**src/hdl/soe_pkg.sv**
```systemverilog
// Shared types and constants for the spiral order emitter.
// Used by the front, queue, back and top-level modules; no dependencies.
package soe_pkg;

   localparam int ELEM_W      = 8;
   localparam int DIM_W       = 4;
   localparam int LOAD_W      = 7;
   localparam int CSR_IDX_W   = 4;
   localparam int QDEPTH      = 2;
   localparam int QPTR_W      = 1;
   localparam int QCOUNT_W    = 2;

   localparam logic [DIM_W-1:0]     DIM_RESET     = 4'd8;
   localparam logic [CSR_IDX_W-1:0] REG_ROW_COUNT = 4'd0;
   localparam logic [CSR_IDX_W-1:0] REG_COL_COUNT = 4'd1;

   typedef struct packed {
      logic [DIM_W-1:0] rows;
      logic [DIM_W-1:0] cols;
      logic             bank;
   } job_type;

endpackage

```
**src/hdl/soe_front.sv**
```systemverilog
// Front end: configuration registers, load counter and matrix completion.
// Writes elements into the bank being filled and queues a job per matrix; uses soe_pkg.
module soe_front
   import soe_pkg::*;
#(
   parameter int MAX_DIM    = 8,
   parameter int DATA_WIDTH = 8
) (
   input  logic                                             clock,
   input  logic                                             reset,
   input  logic                                             req_valid,
   output logic                                             req_stall,
   input  logic [ELEM_W-1:0]                                req_element_value,
   input  logic                                             csr_valid,
   output logic                                             csr_ready,
   input  logic [CSR_IDX_W-1:0]                             csr_index,
   input  logic [DIM_W-1:0]                                 csr_wdata,
   output logic                                             wr_en,
   output logic [((MAX_DIM*MAX_DIM > 1) ? $clog2(MAX_DIM*MAX_DIM) : 1):0] wr_addr,
   output logic [DATA_WIDTH-1:0]                            wr_data,
   output logic                                             push,
   output job_type                                          push_job,
   input  logic                                             job_done
);

   localparam int ADDR_W = (MAX_DIM*MAX_DIM > 1) ? $clog2(MAX_DIM*MAX_DIM) : 1;

   logic [DIM_W-1:0]  row_count_ff, row_count_in;
   logic [DIM_W-1:0]  col_count_ff, col_count_in;
   logic [LOAD_W-1:0] load_count_ff, load_count_in;
   logic              bank_ff, bank_in;
   logic [1:0]        jobs_ff, jobs_in;
   logic [DIM_W-1:0]  row_eff, col_eff;
   logic [2*DIM_W-1:0] total;
   logic [LOAD_W-1:0] count_next;
   logic              accept, complete;

   function automatic logic [DIM_W-1:0] sat_dim(input logic [DIM_W-1:0] v);
      logic [DIM_W-1:0] r;
      if (v == '0) begin
         r = DIM_W'(1);
      end else if (v > DIM_W'(MAX_DIM)) begin
         r = DIM_W'(MAX_DIM);
      end else begin
         r = v;
      end
      return r;
   endfunction

   assign csr_ready = 1'b1;
   assign req_stall = (jobs_ff == 2'd2);
   assign accept    = req_valid && !req_stall;

   always_comb begin
      row_eff    = sat_dim(row_count_ff);
      col_eff    = sat_dim(col_count_ff);
      total      = row_eff * col_eff;
      count_next = load_count_ff + LOAD_W'(1);
      complete   = ({1'b0, count_next} >= total);

      wr_en    = accept;
      wr_addr  = {bank_ff, load_count_ff[ADDR_W-1:0]};
      wr_data  = DATA_WIDTH'(req_element_value);
      push     = accept && complete;
      push_job = '{rows: row_eff, cols: col_eff, bank: bank_ff};

      row_count_in  = row_count_ff;
      col_count_in  = col_count_ff;
      load_count_in = load_count_ff;
      bank_in       = bank_ff;
      jobs_in       = jobs_ff;

      if (csr_valid && csr_ready) begin
         unique case (csr_index)
            REG_ROW_COUNT: row_count_in = csr_wdata;
            REG_COL_COUNT: col_count_in = csr_wdata;
            default: ;
         endcase
      end

      if (accept) begin
         if (complete) begin
            load_count_in = '0;
            bank_in       = !bank_ff;
         end else begin
            load_count_in = count_next;
         end
      end

      if (push && !job_done) begin
         jobs_in = jobs_ff + 2'd1;
      end else if (!push && job_done) begin
         jobs_in = jobs_ff - 2'd1;
      end
   end

   always_ff @(posedge clock) begin
      if (reset) begin
         row_count_ff  <= DIM_RESET;
         col_count_ff  <= DIM_RESET;
         load_count_ff <= '0;
         bank_ff       <= 1'b0;
         jobs_ff       <= '0;
      end else begin
         row_count_ff  <= row_count_in;
         col_count_ff  <= col_count_in;
         load_count_ff <= load_count_in;
         bank_ff       <= bank_in;
         jobs_ff       <= jobs_in;
      end
   end

endmodule

```
**src/hdl/soe_queue.sv**
```systemverilog
// Two-entry job queue between the front end and the spiral sequencer.
// Holds matrix shape and bank per completed matrix; uses soe_pkg.
module soe_queue
   import soe_pkg::*;
(
   input  logic    clock,
   input  logic    reset,
   input  logic    push,
   input  job_type push_job,
   input  logic    pop,
   output logic    q_valid,
   output job_type q_job
);

   job_type             entry_ff [QDEPTH];
   logic [QPTR_W-1:0]   wr_ptr_ff, wr_ptr_in;
   logic [QPTR_W-1:0]   rd_ptr_ff, rd_ptr_in;
   logic [QCOUNT_W-1:0] count_ff, count_in;

   assign q_valid = (count_ff != '0);
   assign q_job   = entry_ff[rd_ptr_ff];

   always_comb begin
      wr_ptr_in = push ? wr_ptr_ff + QPTR_W'(1) : wr_ptr_ff;
      rd_ptr_in = pop ? rd_ptr_ff + QPTR_W'(1) : rd_ptr_ff;
      count_in  = count_ff;
      if (push && !pop) begin
         count_in = count_ff + QCOUNT_W'(1);
      end else if (!push && pop) begin
         count_in = count_ff - QCOUNT_W'(1);
      end
   end

   always_ff @(posedge clock) begin
      if (push) begin
         entry_ff[wr_ptr_ff] <= push_job;
      end
   end

   always_ff @(posedge clock) begin
      if (reset) begin
         wr_ptr_ff <= '0;
         rd_ptr_ff <= '0;
         count_ff  <= '0;
      end else begin
         wr_ptr_ff <= wr_ptr_in;
         rd_ptr_ff <= rd_ptr_in;
         count_ff  <= count_in;
      end
   end

endmodule

```
**src/hdl/soe_back.sv**
```systemverilog
// Back end: two-bank element memory and the clockwise spiral walker.
// Takes jobs from soe_queue and drives the response channel; uses soe_pkg.
module soe_back
   import soe_pkg::*;
#(
   parameter int MAX_DIM    = 8,
   parameter int DATA_WIDTH = 8
) (
   input  logic                                             clock,
   input  logic                                             reset,
   input  logic                                             wr_en,
   input  logic [((MAX_DIM*MAX_DIM > 1) ? $clog2(MAX_DIM*MAX_DIM) : 1):0] wr_addr,
   input  logic [DATA_WIDTH-1:0]                            wr_data,
   input  logic                                             q_valid,
   input  job_type                                          q_job,
   output logic                                             q_pop,
   output logic                                             job_done,
   output logic                                             rsp_valid,
   input  logic                                             rsp_stall,
   output logic [ELEM_W-1:0]                                rsp_spiral_value,
   output logic                                             rsp_is_last
);

   localparam int ADDR_W    = (MAX_DIM*MAX_DIM > 1) ? $clog2(MAX_DIM*MAX_DIM) : 1;
   localparam int IDX_W     = (MAX_DIM > 1) ? $clog2(MAX_DIM) : 1;
   localparam int PROD_W    = IDX_W + DIM_W;
   localparam int MEM_DEPTH = 2 << ADDR_W;

   typedef enum logic [2:0] {
      S_IDLE,
      S_RIGHT,
      S_DOWN,
      S_LEFT,
      S_UP
   } state_type;

   logic [DATA_WIDTH-1:0] mem [MEM_DEPTH];
   logic [DATA_WIDTH-1:0] rd_data_ff;

   state_type         state_ff, state_in;
   logic [IDX_W-1:0]  r_ff, r_in, c_ff, c_in;
   logic [IDX_W-1:0]  top_ff, top_in, bottom_ff, bottom_in;
   logic [IDX_W-1:0]  lo_ff, lo_in, hi_ff, hi_in;
   logic [LOAD_W-1:0] remaining_ff, remaining_in;
   logic [DIM_W-1:0]  cols_ff, cols_in;
   logic              bank_ff, bank_in;
   logic              valid_ff, valid_in;
   logic              last_ff, last_in;
   logic              issue, last;
   logic [PROD_W-1:0] elem_addr;
   logic [ADDR_W:0]   rd_addr;
   logic [2*DIM_W-1:0] job_total;

   assign issue    = (state_ff != S_IDLE) && (!valid_ff || !rsp_stall);
   assign last     = (remaining_ff == LOAD_W'(1));
   assign job_done = issue && last;
   assign elem_addr = PROD_W'(r_ff) * PROD_W'(cols_ff) + PROD_W'(c_ff);
   assign rd_addr  = {bank_ff, elem_addr[ADDR_W-1:0]};
   assign job_total = q_job.rows * q_job.cols;

   assign rsp_valid        = valid_ff;
   assign rsp_is_last      = last_ff;
   assign rsp_spiral_value = ELEM_W'(rd_data_ff);

   always_ff @(posedge clock) begin
      if (wr_en) begin
         mem[wr_addr] <= wr_data;
      end
      if (issue) begin
         rd_data_ff <= mem[rd_addr];
      end
   end

   always_comb begin
      state_in     = state_ff;
      r_in         = r_ff;
      c_in         = c_ff;
      top_in       = top_ff;
      bottom_in    = bottom_ff;
      lo_in        = lo_ff;
      hi_in        = hi_ff;
      remaining_in = remaining_ff;
      cols_in      = cols_ff;
      bank_in      = bank_ff;
      valid_in     = valid_ff;
      last_in      = last_ff;
      q_pop        = 1'b0;

      unique case (state_ff)
         S_IDLE: begin
            if (q_valid) begin
               q_pop        = 1'b1;
               state_in     = S_RIGHT;
               r_in         = '0;
               c_in         = '0;
               top_in       = '0;
               lo_in        = '0;
               bottom_in    = IDX_W'(q_job.rows - DIM_W'(1));
               hi_in        = IDX_W'(q_job.cols - DIM_W'(1));
               remaining_in = LOAD_W'(job_total);
               cols_in      = q_job.cols;
               bank_in      = q_job.bank;
            end
         end
         S_RIGHT: begin
            if (issue && !last) begin
               if (c_ff < hi_ff) begin
                  c_in = c_ff + IDX_W'(1);
               end else begin
                  top_in   = top_ff + IDX_W'(1);
                  r_in     = r_ff + IDX_W'(1);
                  state_in = S_DOWN;
               end
            end
         end
         S_DOWN: begin
            if (issue && !last) begin
               if (r_ff < bottom_ff) begin
                  r_in = r_ff + IDX_W'(1);
               end else begin
                  hi_in    = hi_ff - IDX_W'(1);
                  c_in     = c_ff - IDX_W'(1);
                  state_in = S_LEFT;
               end
            end
         end
         S_LEFT: begin
            if (issue && !last) begin
               if (c_ff > lo_ff) begin
                  c_in = c_ff - IDX_W'(1);
               end else begin
                  bottom_in = bottom_ff - IDX_W'(1);
                  r_in      = r_ff - IDX_W'(1);
                  state_in  = S_UP;
               end
            end
         end
         S_UP: begin
            if (issue && !last) begin
               if (r_ff > top_ff) begin
                  r_in = r_ff - IDX_W'(1);
               end else begin
                  lo_in    = lo_ff + IDX_W'(1);
                  c_in     = c_ff + IDX_W'(1);
                  state_in = S_RIGHT;
               end
            end
         end
         default: state_in = S_IDLE;
      endcase

      if (issue) begin
         remaining_in = remaining_ff - LOAD_W'(1);
         valid_in     = 1'b1;
         last_in      = last;
         if (last) begin
            state_in = S_IDLE;
         end
      end else if (!rsp_stall) begin
         valid_in = 1'b0;
      end
   end

   always_ff @(posedge clock) begin
      if (reset) begin
         state_ff <= S_IDLE;
         valid_ff <= 1'b0;
      end else begin
         state_ff <= state_in;
         valid_ff <= valid_in;
      end
      r_ff         <= r_in;
      c_ff         <= c_in;
      top_ff       <= top_in;
      bottom_ff    <= bottom_in;
      lo_ff        <= lo_in;
      hi_ff        <= hi_in;
      remaining_ff <= remaining_in;
      cols_ff      <= cols_in;
      bank_ff      <= bank_in;
      last_ff      <= last_in;
   end

endmodule

```
**src/hdl/spiral_order_emitter_top.sv**
```systemverilog
// Top level of the spiral order emitter: front end, job queue and spiral back end.
// Depends on soe_pkg, soe_front, soe_queue and soe_back.
//
// Channel   Direction  Handshake              Payload
// req       in         req_valid/req_stall    req_element_value
// rsp       out        rsp_valid/rsp_stall    rsp_spiral_value, rsp_is_last
// csr       in         csr_valid/csr_ready    csr_index, csr_wdata
//
// Each accepted request is written straight into the element memory; a finished matrix is
// emitted one element per cycle while rsp_stall is low, via the job queue and the read register.
// Two memory banks let the next matrix load while the previous one is emitted; req_stall
// rises only while both banks hold matrices that are not yet fully emitted.
// Reset clears the load, job and queue counters and sets both dimensions to 8; the element memory is not cleared.
module spiral_order_emitter_top
   import soe_pkg::*;
#(
   parameter int MAX_DIM    = 8,
   parameter int DATA_WIDTH = 8
) (
   input  logic                 clock,
   input  logic                 reset,
   input  logic                 req_valid,
   output logic                 req_stall,
   input  logic [ELEM_W-1:0]    req_element_value,
   output logic                 rsp_valid,
   input  logic                 rsp_stall,
   output logic [ELEM_W-1:0]    rsp_spiral_value,
   output logic                 rsp_is_last,
   input  logic                 csr_valid,
   output logic                 csr_ready,
   input  logic [CSR_IDX_W-1:0] csr_index,
   input  logic [DIM_W-1:0]     csr_wdata
);

   localparam int ADDR_W = (MAX_DIM*MAX_DIM > 1) ? $clog2(MAX_DIM*MAX_DIM) : 1;

   logic                  wr_en;
   logic [ADDR_W:0]       wr_addr;
   logic [DATA_WIDTH-1:0] wr_data;
   logic                  push, pop, q_valid, job_done;
   job_type               push_job, q_job;

   soe_front #(
      .MAX_DIM    (MAX_DIM),
      .DATA_WIDTH (DATA_WIDTH)
   ) u_front (
      .clock             (clock),
      .reset             (reset),
      .req_valid         (req_valid),
      .req_stall         (req_stall),
      .req_element_value (req_element_value),
      .csr_valid         (csr_valid),
      .csr_ready         (csr_ready),
      .csr_index         (csr_index),
      .csr_wdata         (csr_wdata),
      .wr_en             (wr_en),
      .wr_addr           (wr_addr),
      .wr_data           (wr_data),
      .push              (push),
      .push_job          (push_job),
      .job_done          (job_done)
   );

   soe_queue u_queue (
      .clock    (clock),
      .reset    (reset),
      .push     (push),
      .push_job (push_job),
      .pop      (pop),
      .q_valid  (q_valid),
      .q_job    (q_job)
   );

   soe_back #(
      .MAX_DIM    (MAX_DIM),
      .DATA_WIDTH (DATA_WIDTH)
   ) u_back (
      .clock            (clock),
      .reset            (reset),
      .wr_en            (wr_en),
      .wr_addr          (wr_addr),
      .wr_data          (wr_data),
      .q_valid          (q_valid),
      .q_job            (q_job),
      .q_pop            (pop),
      .job_done         (job_done),
      .rsp_valid        (rsp_valid),
      .rsp_stall        (rsp_stall),
      .rsp_spiral_value (rsp_spiral_value),
      .rsp_is_last      (rsp_is_last)
   );

endmodule
```
**config.mk**
```make
export PLATFORM = sky130hd
export DESIGN_NAME = spiral_order_emitter_top
export DESIGN_NICKNAME = d
export VERILOG_FILES = /design/src/hdl/soe_pkg.sv /design/src/hdl/soe_front.sv /design/src/hdl/soe_queue.sv /design/src/hdl/soe_back.sv /design/src/hdl/spiral_order_emitter_top.sv
export SDC_FILE = /design/constraint.sdc
export NUM_CORES = 1
export LEC_CHECK = 0
export BUFFER_PORTS_ARGS = -buffer_cell sky130_fd_sc_hd__buf_2
export CORE_UTILIZATION = 35
export CTS_CLUSTER_DIAMETER = 100
export DETAILED_ROUTE_END_ITERATION = 10
export GPL_TIMING_DRIVEN = 1
export SYNTH_ARGS = -nofsm -noshare
export SYNTH_HDL_FRONTEND = slang
export SYNTH_HIERARCHICAL = 1
export SYNTH_SLANG_ARGS = --single-unit
```
**constraint.sdc**
```tcl
create_clock -name clock -period 5.8 [get_ports clock]
set_input_delay 0.87 -clock clock [delete_from_list [all_inputs] [get_ports clock]]
set_output_delay 0.87 -clock clock [all_outputs]
set_load 0.05 [all_outputs]
```
### After elaboration in Yosys (flattened, before gate mapping)

Memory sizes are Yosys's and may differ from the RTL's. A register that Yosys moved wholly into a read port is not among the register bits.
Index checks and enable logic that the tools add are counted.

| operators by class | value |
|---|---|
| $lt $le $gt $ge | 7 |
| equal/unequal tests | 21 |
| multiply operators | 3 |
| reductions and logical operators | 44 |
| $add $sub $neg | 19 |
| multiplexer cells | 67 |

Operators by type and width:

| kind | count |
|---|---|
| 3-bit two-way mux | 38 |
| 3-bit one-hot mux with 5 select lines | 3 |
| 7-bit two-way mux | 4 |
| 3-bit one-hot mux with 2 select lines | 4 |
| 10-bit AND reduction | 2 |
| 2-bit by 1-bit != test with 1-bit output, second input constant | 9 |
| 2-bit nonzero test | 9 |
| 3-bit by 1-bit subtractor with 3-bit output, second input constant | 6 |
| 4-bit two-way mux | 4 |
| 4-bit AND reduction | 4 |
| 3-bit by 1-bit adder with 3-bit output, second input constant | 4 |
| 4-bit zero test | 3 |
| 1-bit two-way mux | 10 |
| 2-bit != test, second input constant | 5 |
| 2-bit AND reduction | 5 |
| 1-bit logical AND | 9 |
| 7-bit by 8-bit >= comparator with 1-bit output | 1 |
| 4-bit greater-than comparator, second input constant | 2 |
| 1-bit zero test | 8 |
| 4-bit by 4-bit multiplier with 8-bit output | 1 |
| 2-bit two-way mux | 4 |
| 7-bit by 1-bit adder with 7-bit output, second input constant | 1 |
| 7-bit by 1-bit equality test with 1-bit output, second input constant | 1 |
| 4-bit by 4-bit multiplier with 7-bit output | 1 |
| 17 further kinds | 23 |

| storage, ports and cells | value |
|---|---|
| memories | 2 |
| logic and storage cells | 183 |
| bits of input ports | 21 |
| memory bits (writable) | 1042 |
| output and inout bits | 12 |
| register bits | 57 |

Memories:

| memory | depth | width | rd ports | clocked after Yosys merged registers in | wr ports | RTL line | source |
|---|---|---|---|---|---|---|---|
| u_back.mem | 128 | 8 | 1 | 1 | 1 | soe_back.sv:37 | `logic [DATA_WIDTH-1:0] mem [MEM_DEPTH];` |
| u_queue.entry_ff | 2 | 9 | 1 | 1 | 1 | soe_queue.sv:15 | `job_type entry_ff [QDEPTH];` |

### Depth between registers and ports, before layout

| depth | value |
|---|---|
| word-level depth | 10 |
| depth in mapped cells | 21 |
| gate-level depth less buffers | 21 |

### Cells and area by module

The synthesis kept the hierarchy.

Modules (own cells, without submodules):

| module | times used | cells an instance | area each (µm²) | sequential area each (µm²) |
|---|---|---|---|---|
| soe_back | 1 | 2098 | 42888.6 | 32000.7 |
| soe_front | 1 | 199 | 1635.3 | 360.3 |
| soe_queue | 1 | 49 | 848.3 | 640.6 |

### Worst setup path before layout

Ideal clock, no wire load.

| path | value |
|---|---|
| path kind | register to register |
| from | reg u_front.row_count_ff[2] |
| to | reg u_front.jobs_ff[1] |
| period minus slack after synthesis | 4760 ps |
| stages on the path, launching flop included | 21 |
| buffers on the path | 0 |
| setup slack | 1040 ps |
| library setup time | 70 ps |
| arrival time | 4690 ps |
| data required time | 5730 ps |
| cell sequence | dfxtp_1 -> nor2_1 -> nor2_1 -> or2_2 -> inv_1 -> nand2_1 -> fa_1 -> inv_1 -> fa_1 -> fa_1 -> a21o_1 -> a21oi_1 -> xor2_1 -> ha_1 -> and3_2 -> a221o_1 -> a31oi_1 -> nor3_4 -> ha_1 -> or3_1 -> a21oi_1 |

RTL lines:

| what | RTL line | source |
|---|---|---|
| from (decl) | soe_front.sv:28 | `logic [DIM_W-1:0] row_count_ff, row_count_in;` |
| from (signal assigned) | soe_front.sv:105 | `row_count_ff <= row_count_in;` |
| to (signal assigned) | soe_front.sv:109 | `jobs_ff <= jobs_in;` |
| to (decl) | soe_front.sv:32 | `logic [1:0] jobs_ff, jobs_in;` |

==> results.yml <==
global_route:
  antenna_found_initial: 2
  grt_usage: 0.154
  grt_max_degree: 109
  grt_pass1_wl_um: 150000
  grt_pass1_vias: 23000
  grt-ovfl-total: 0
route:
  drtPass1Iterations: 6
  drcViolationCount: 0
  drt-total-wl_um: 101000
  wl_per_cell_um: 23.9
  vias: 22400
  viasPerCell: 5.30
  final_antenna_net_count: 0
  drt_iter0_drc: 2089
critical_path:
  crit_type: "reg -> reg"
  critPathMaxFanout: 9
  required_ns: 6.40
  startpoint_type: "flip-flop"
  crit_buf_inv: 2
  end_kind: "flip-flop"
  path_delay_family: "adder cells"
  slowest_stage: "fa_1"
  cp_cell_sequence: "nor2_1 -> nor2_1 -> or2_2 -> inv_1 -> nand2_1 -> fa_1 -> inv_1 -> fa_1 -> fa_1 -> a21o_1 -> a21oi_1 -> xor2_1 -> ha_1 -> and3_2 -> a221o_1 -> a31oi_1 -> nor3_4 -> ha_1 -> or3_1 -> a21oi_1"
  cp_slowest_stage_delay_ns: 0.50
  path_common_cell: "fa_1"
  cp.arrival_ns: 5.75
timing:
  maxSlewHeadroom: 0.285
  max_freq_ghz: 0.194
  finalSetupTns_ns: 0
  tightest_slew_ns: 1.07
  rsz0062_at_grt: "false"
  setup_viol: 0
  period_share: 0.887
  hold_violations: 0
  finClkSkew_ns: 0.0198
  period_needed_ns: 5.15
  slew_viol_final: 0
cts:
  cts_htree_levels: 3
  clk_latency_ns: 0.68
  cts_root_buffer: "clkbuf_16"
  cts_resized: 0
  cts_buffers: 111
  cts_tree: "yes"
  cts.hold.buffers_added: 0
  clk_pin_slew_ns: 0.06
  clockBufferDepth: 3
  cts_setup_buffers: 0
  cts.sinks: 1108
cells_and_area:
  num_antenna_cells: 0
  area_delta_synth_final_pct: 12.3
  layout_common_cells: "edfxtp_1 (1081), mux4_2 (256), nor2_1 (164)"
  multi_input_area_um2: 11400
  regArea_um2: 33000
  drive_gt1_frac: 0.214
  fill_cells: 11200
  num-nets-final: 2509
  final_common_cell: "edfxtp_1"
  final_util: 0.398
yosys:
  synth-edff-count: 1081
  synth.avg_cell_area_um2: 19.3
  ys.flop_type: "edfxtp_1"
  syn_area_um2: 45400
  ys_types: 69
  yosysSeqAreaShare: 0.727
  syn_inst: 2346
  synth-seq-cells: 1108
  synthArstFlopShare: 0
  syn_nets: 2439
  yosys_warnings: 6
run:
  maxCapViolCount: 0
die:
  die_w_um: 362
  io-pin-count: 33
  dieArea_um2: 131000
  rows: 131
  start_util: 0.354
  dieHeight_um: 362
  coreArea_um2: 128000
placed_design:
  place_congestion: 0.812
  port_buffers: 31
  dpl.hpwl_um: 61900
min_path:
  hp-class: "in -> reg"
run_status:
  status: "completed"
## path summary, 6_finish.rpt
check | slack (ns) | end | depth (start not counted) | start
max | 0.65 | u_front/jobs_ff[1] | 20 | u_front/row_count_ff[2]
min | 0.43 | u_front/row_count_ff[3] | 2 | csr_wdata[3]
max reg2reg | 0.65 | u_front/jobs_ff[1] | 20 | u_front/row_count_ff[2]
min reg2reg | 0.48 | u_front/col_count_ff[0] | 2 | u_front/col_count_ff[0]
## sequential cells by signal (all words and copies together) (netlist names), 4 cells and up, named ones only
name / cells
u_front/col_count_ff: 4
u_back/rsp_spiral_value: 8
u_front/load_count_ff: 7
u_queue/entry_ff: 18
u_back/remaining_ff: 7
u_back/cols_ff: 4
u_front/row_count_ff: 4
u_back/mem: 1024
## kinds of logic after synthesis
kind of cell | count (synthesis) | synth area share
muxes | 354 | 0.149
other | 1 | 0.0000826
DFF | 1108 | 0.727
AOI/OAI and AO/OA | 214 | 0.0319
xor gates and xnor gates | 37 | 0.00731
adders and majority gates | 72 | 0.0222
and+or+nand+nor | 376 | 0.0398
buffers and inverters | 184 | 0.0223
## cell usage after synthesis (8+ instances only)
master,count,area share
buf_6,23,0.0057
fa_1,14,0.0062
mux4_2,256,0.13
nand2b_1,12,0.0017
inv_1,51,0.0042
ha_1,58,0.016
nand2_1,57,0.0047
mux2_2,10,0.0025
clkbuf_1,41,0.0034
o21ai_0,25,0.0028
dfxtp_1,27,0.012
nor2b_1,13,0.0018
mux2i_1,87,0.019
buf_4,29,0.0048
nor2_1,166,0.014
a22o_1,24,0.0046
nor3_1,30,0.0033
and2_1,23,0.0032
a22oi_1,64,0.011
a221oi_1,8,0.0015
xnor2_1,21,0.0041
xor2_1,15,0.0029
edfxtp_1,1081,0.72
buf_2,32,0.0035
a21oi_1,60,0.0066
nand3_1,23,0.0025
a21o_1,8,0.0013
## through the flow
| step | hold WS (ns) | cell area [um2] | setup slack [ns] | cells |
|---|---|---|---|---|
| global route | 0.412 | 51000 | 0.397 | 4237 |
| finish | 0.425 | 51000 | 0.653 | 4237 |
| floorplan | 0.437 | 45400 | 1.04 | 2346 |
| CTS | 0.381 | 51000 | 0.634 | 4237 |
| global placement | 0.452 | 47500 | 0.631 | 4032 |
| detailed placement | 0.463 | 47500 | 0.659 | 4032 |
## layer usage
metal  vias up  track usage  share of wire
met5         -            0        0.00013
met2       795        0.250           0.48
li1       9623            -              -
met3       174       0.0344          0.076
met1     11800        0.208           0.42
met4         2       0.0447          0.026
## cell type report
type / count / share of cell area
well taps: 1729 / 0.0425
clock inverters: 66 / 0.0103
flip-flops and latches: 1108 / 0.648
repair buffers: 89 / 0.0139
multi-input cells: 1054 / 0.224
inverters: 52 / 0.00383
clock buffers: 139 / 0.0574
Power is not shown: default switching activity piles up to over one toggle a cycle in this logic, so the estimate is an artifact.
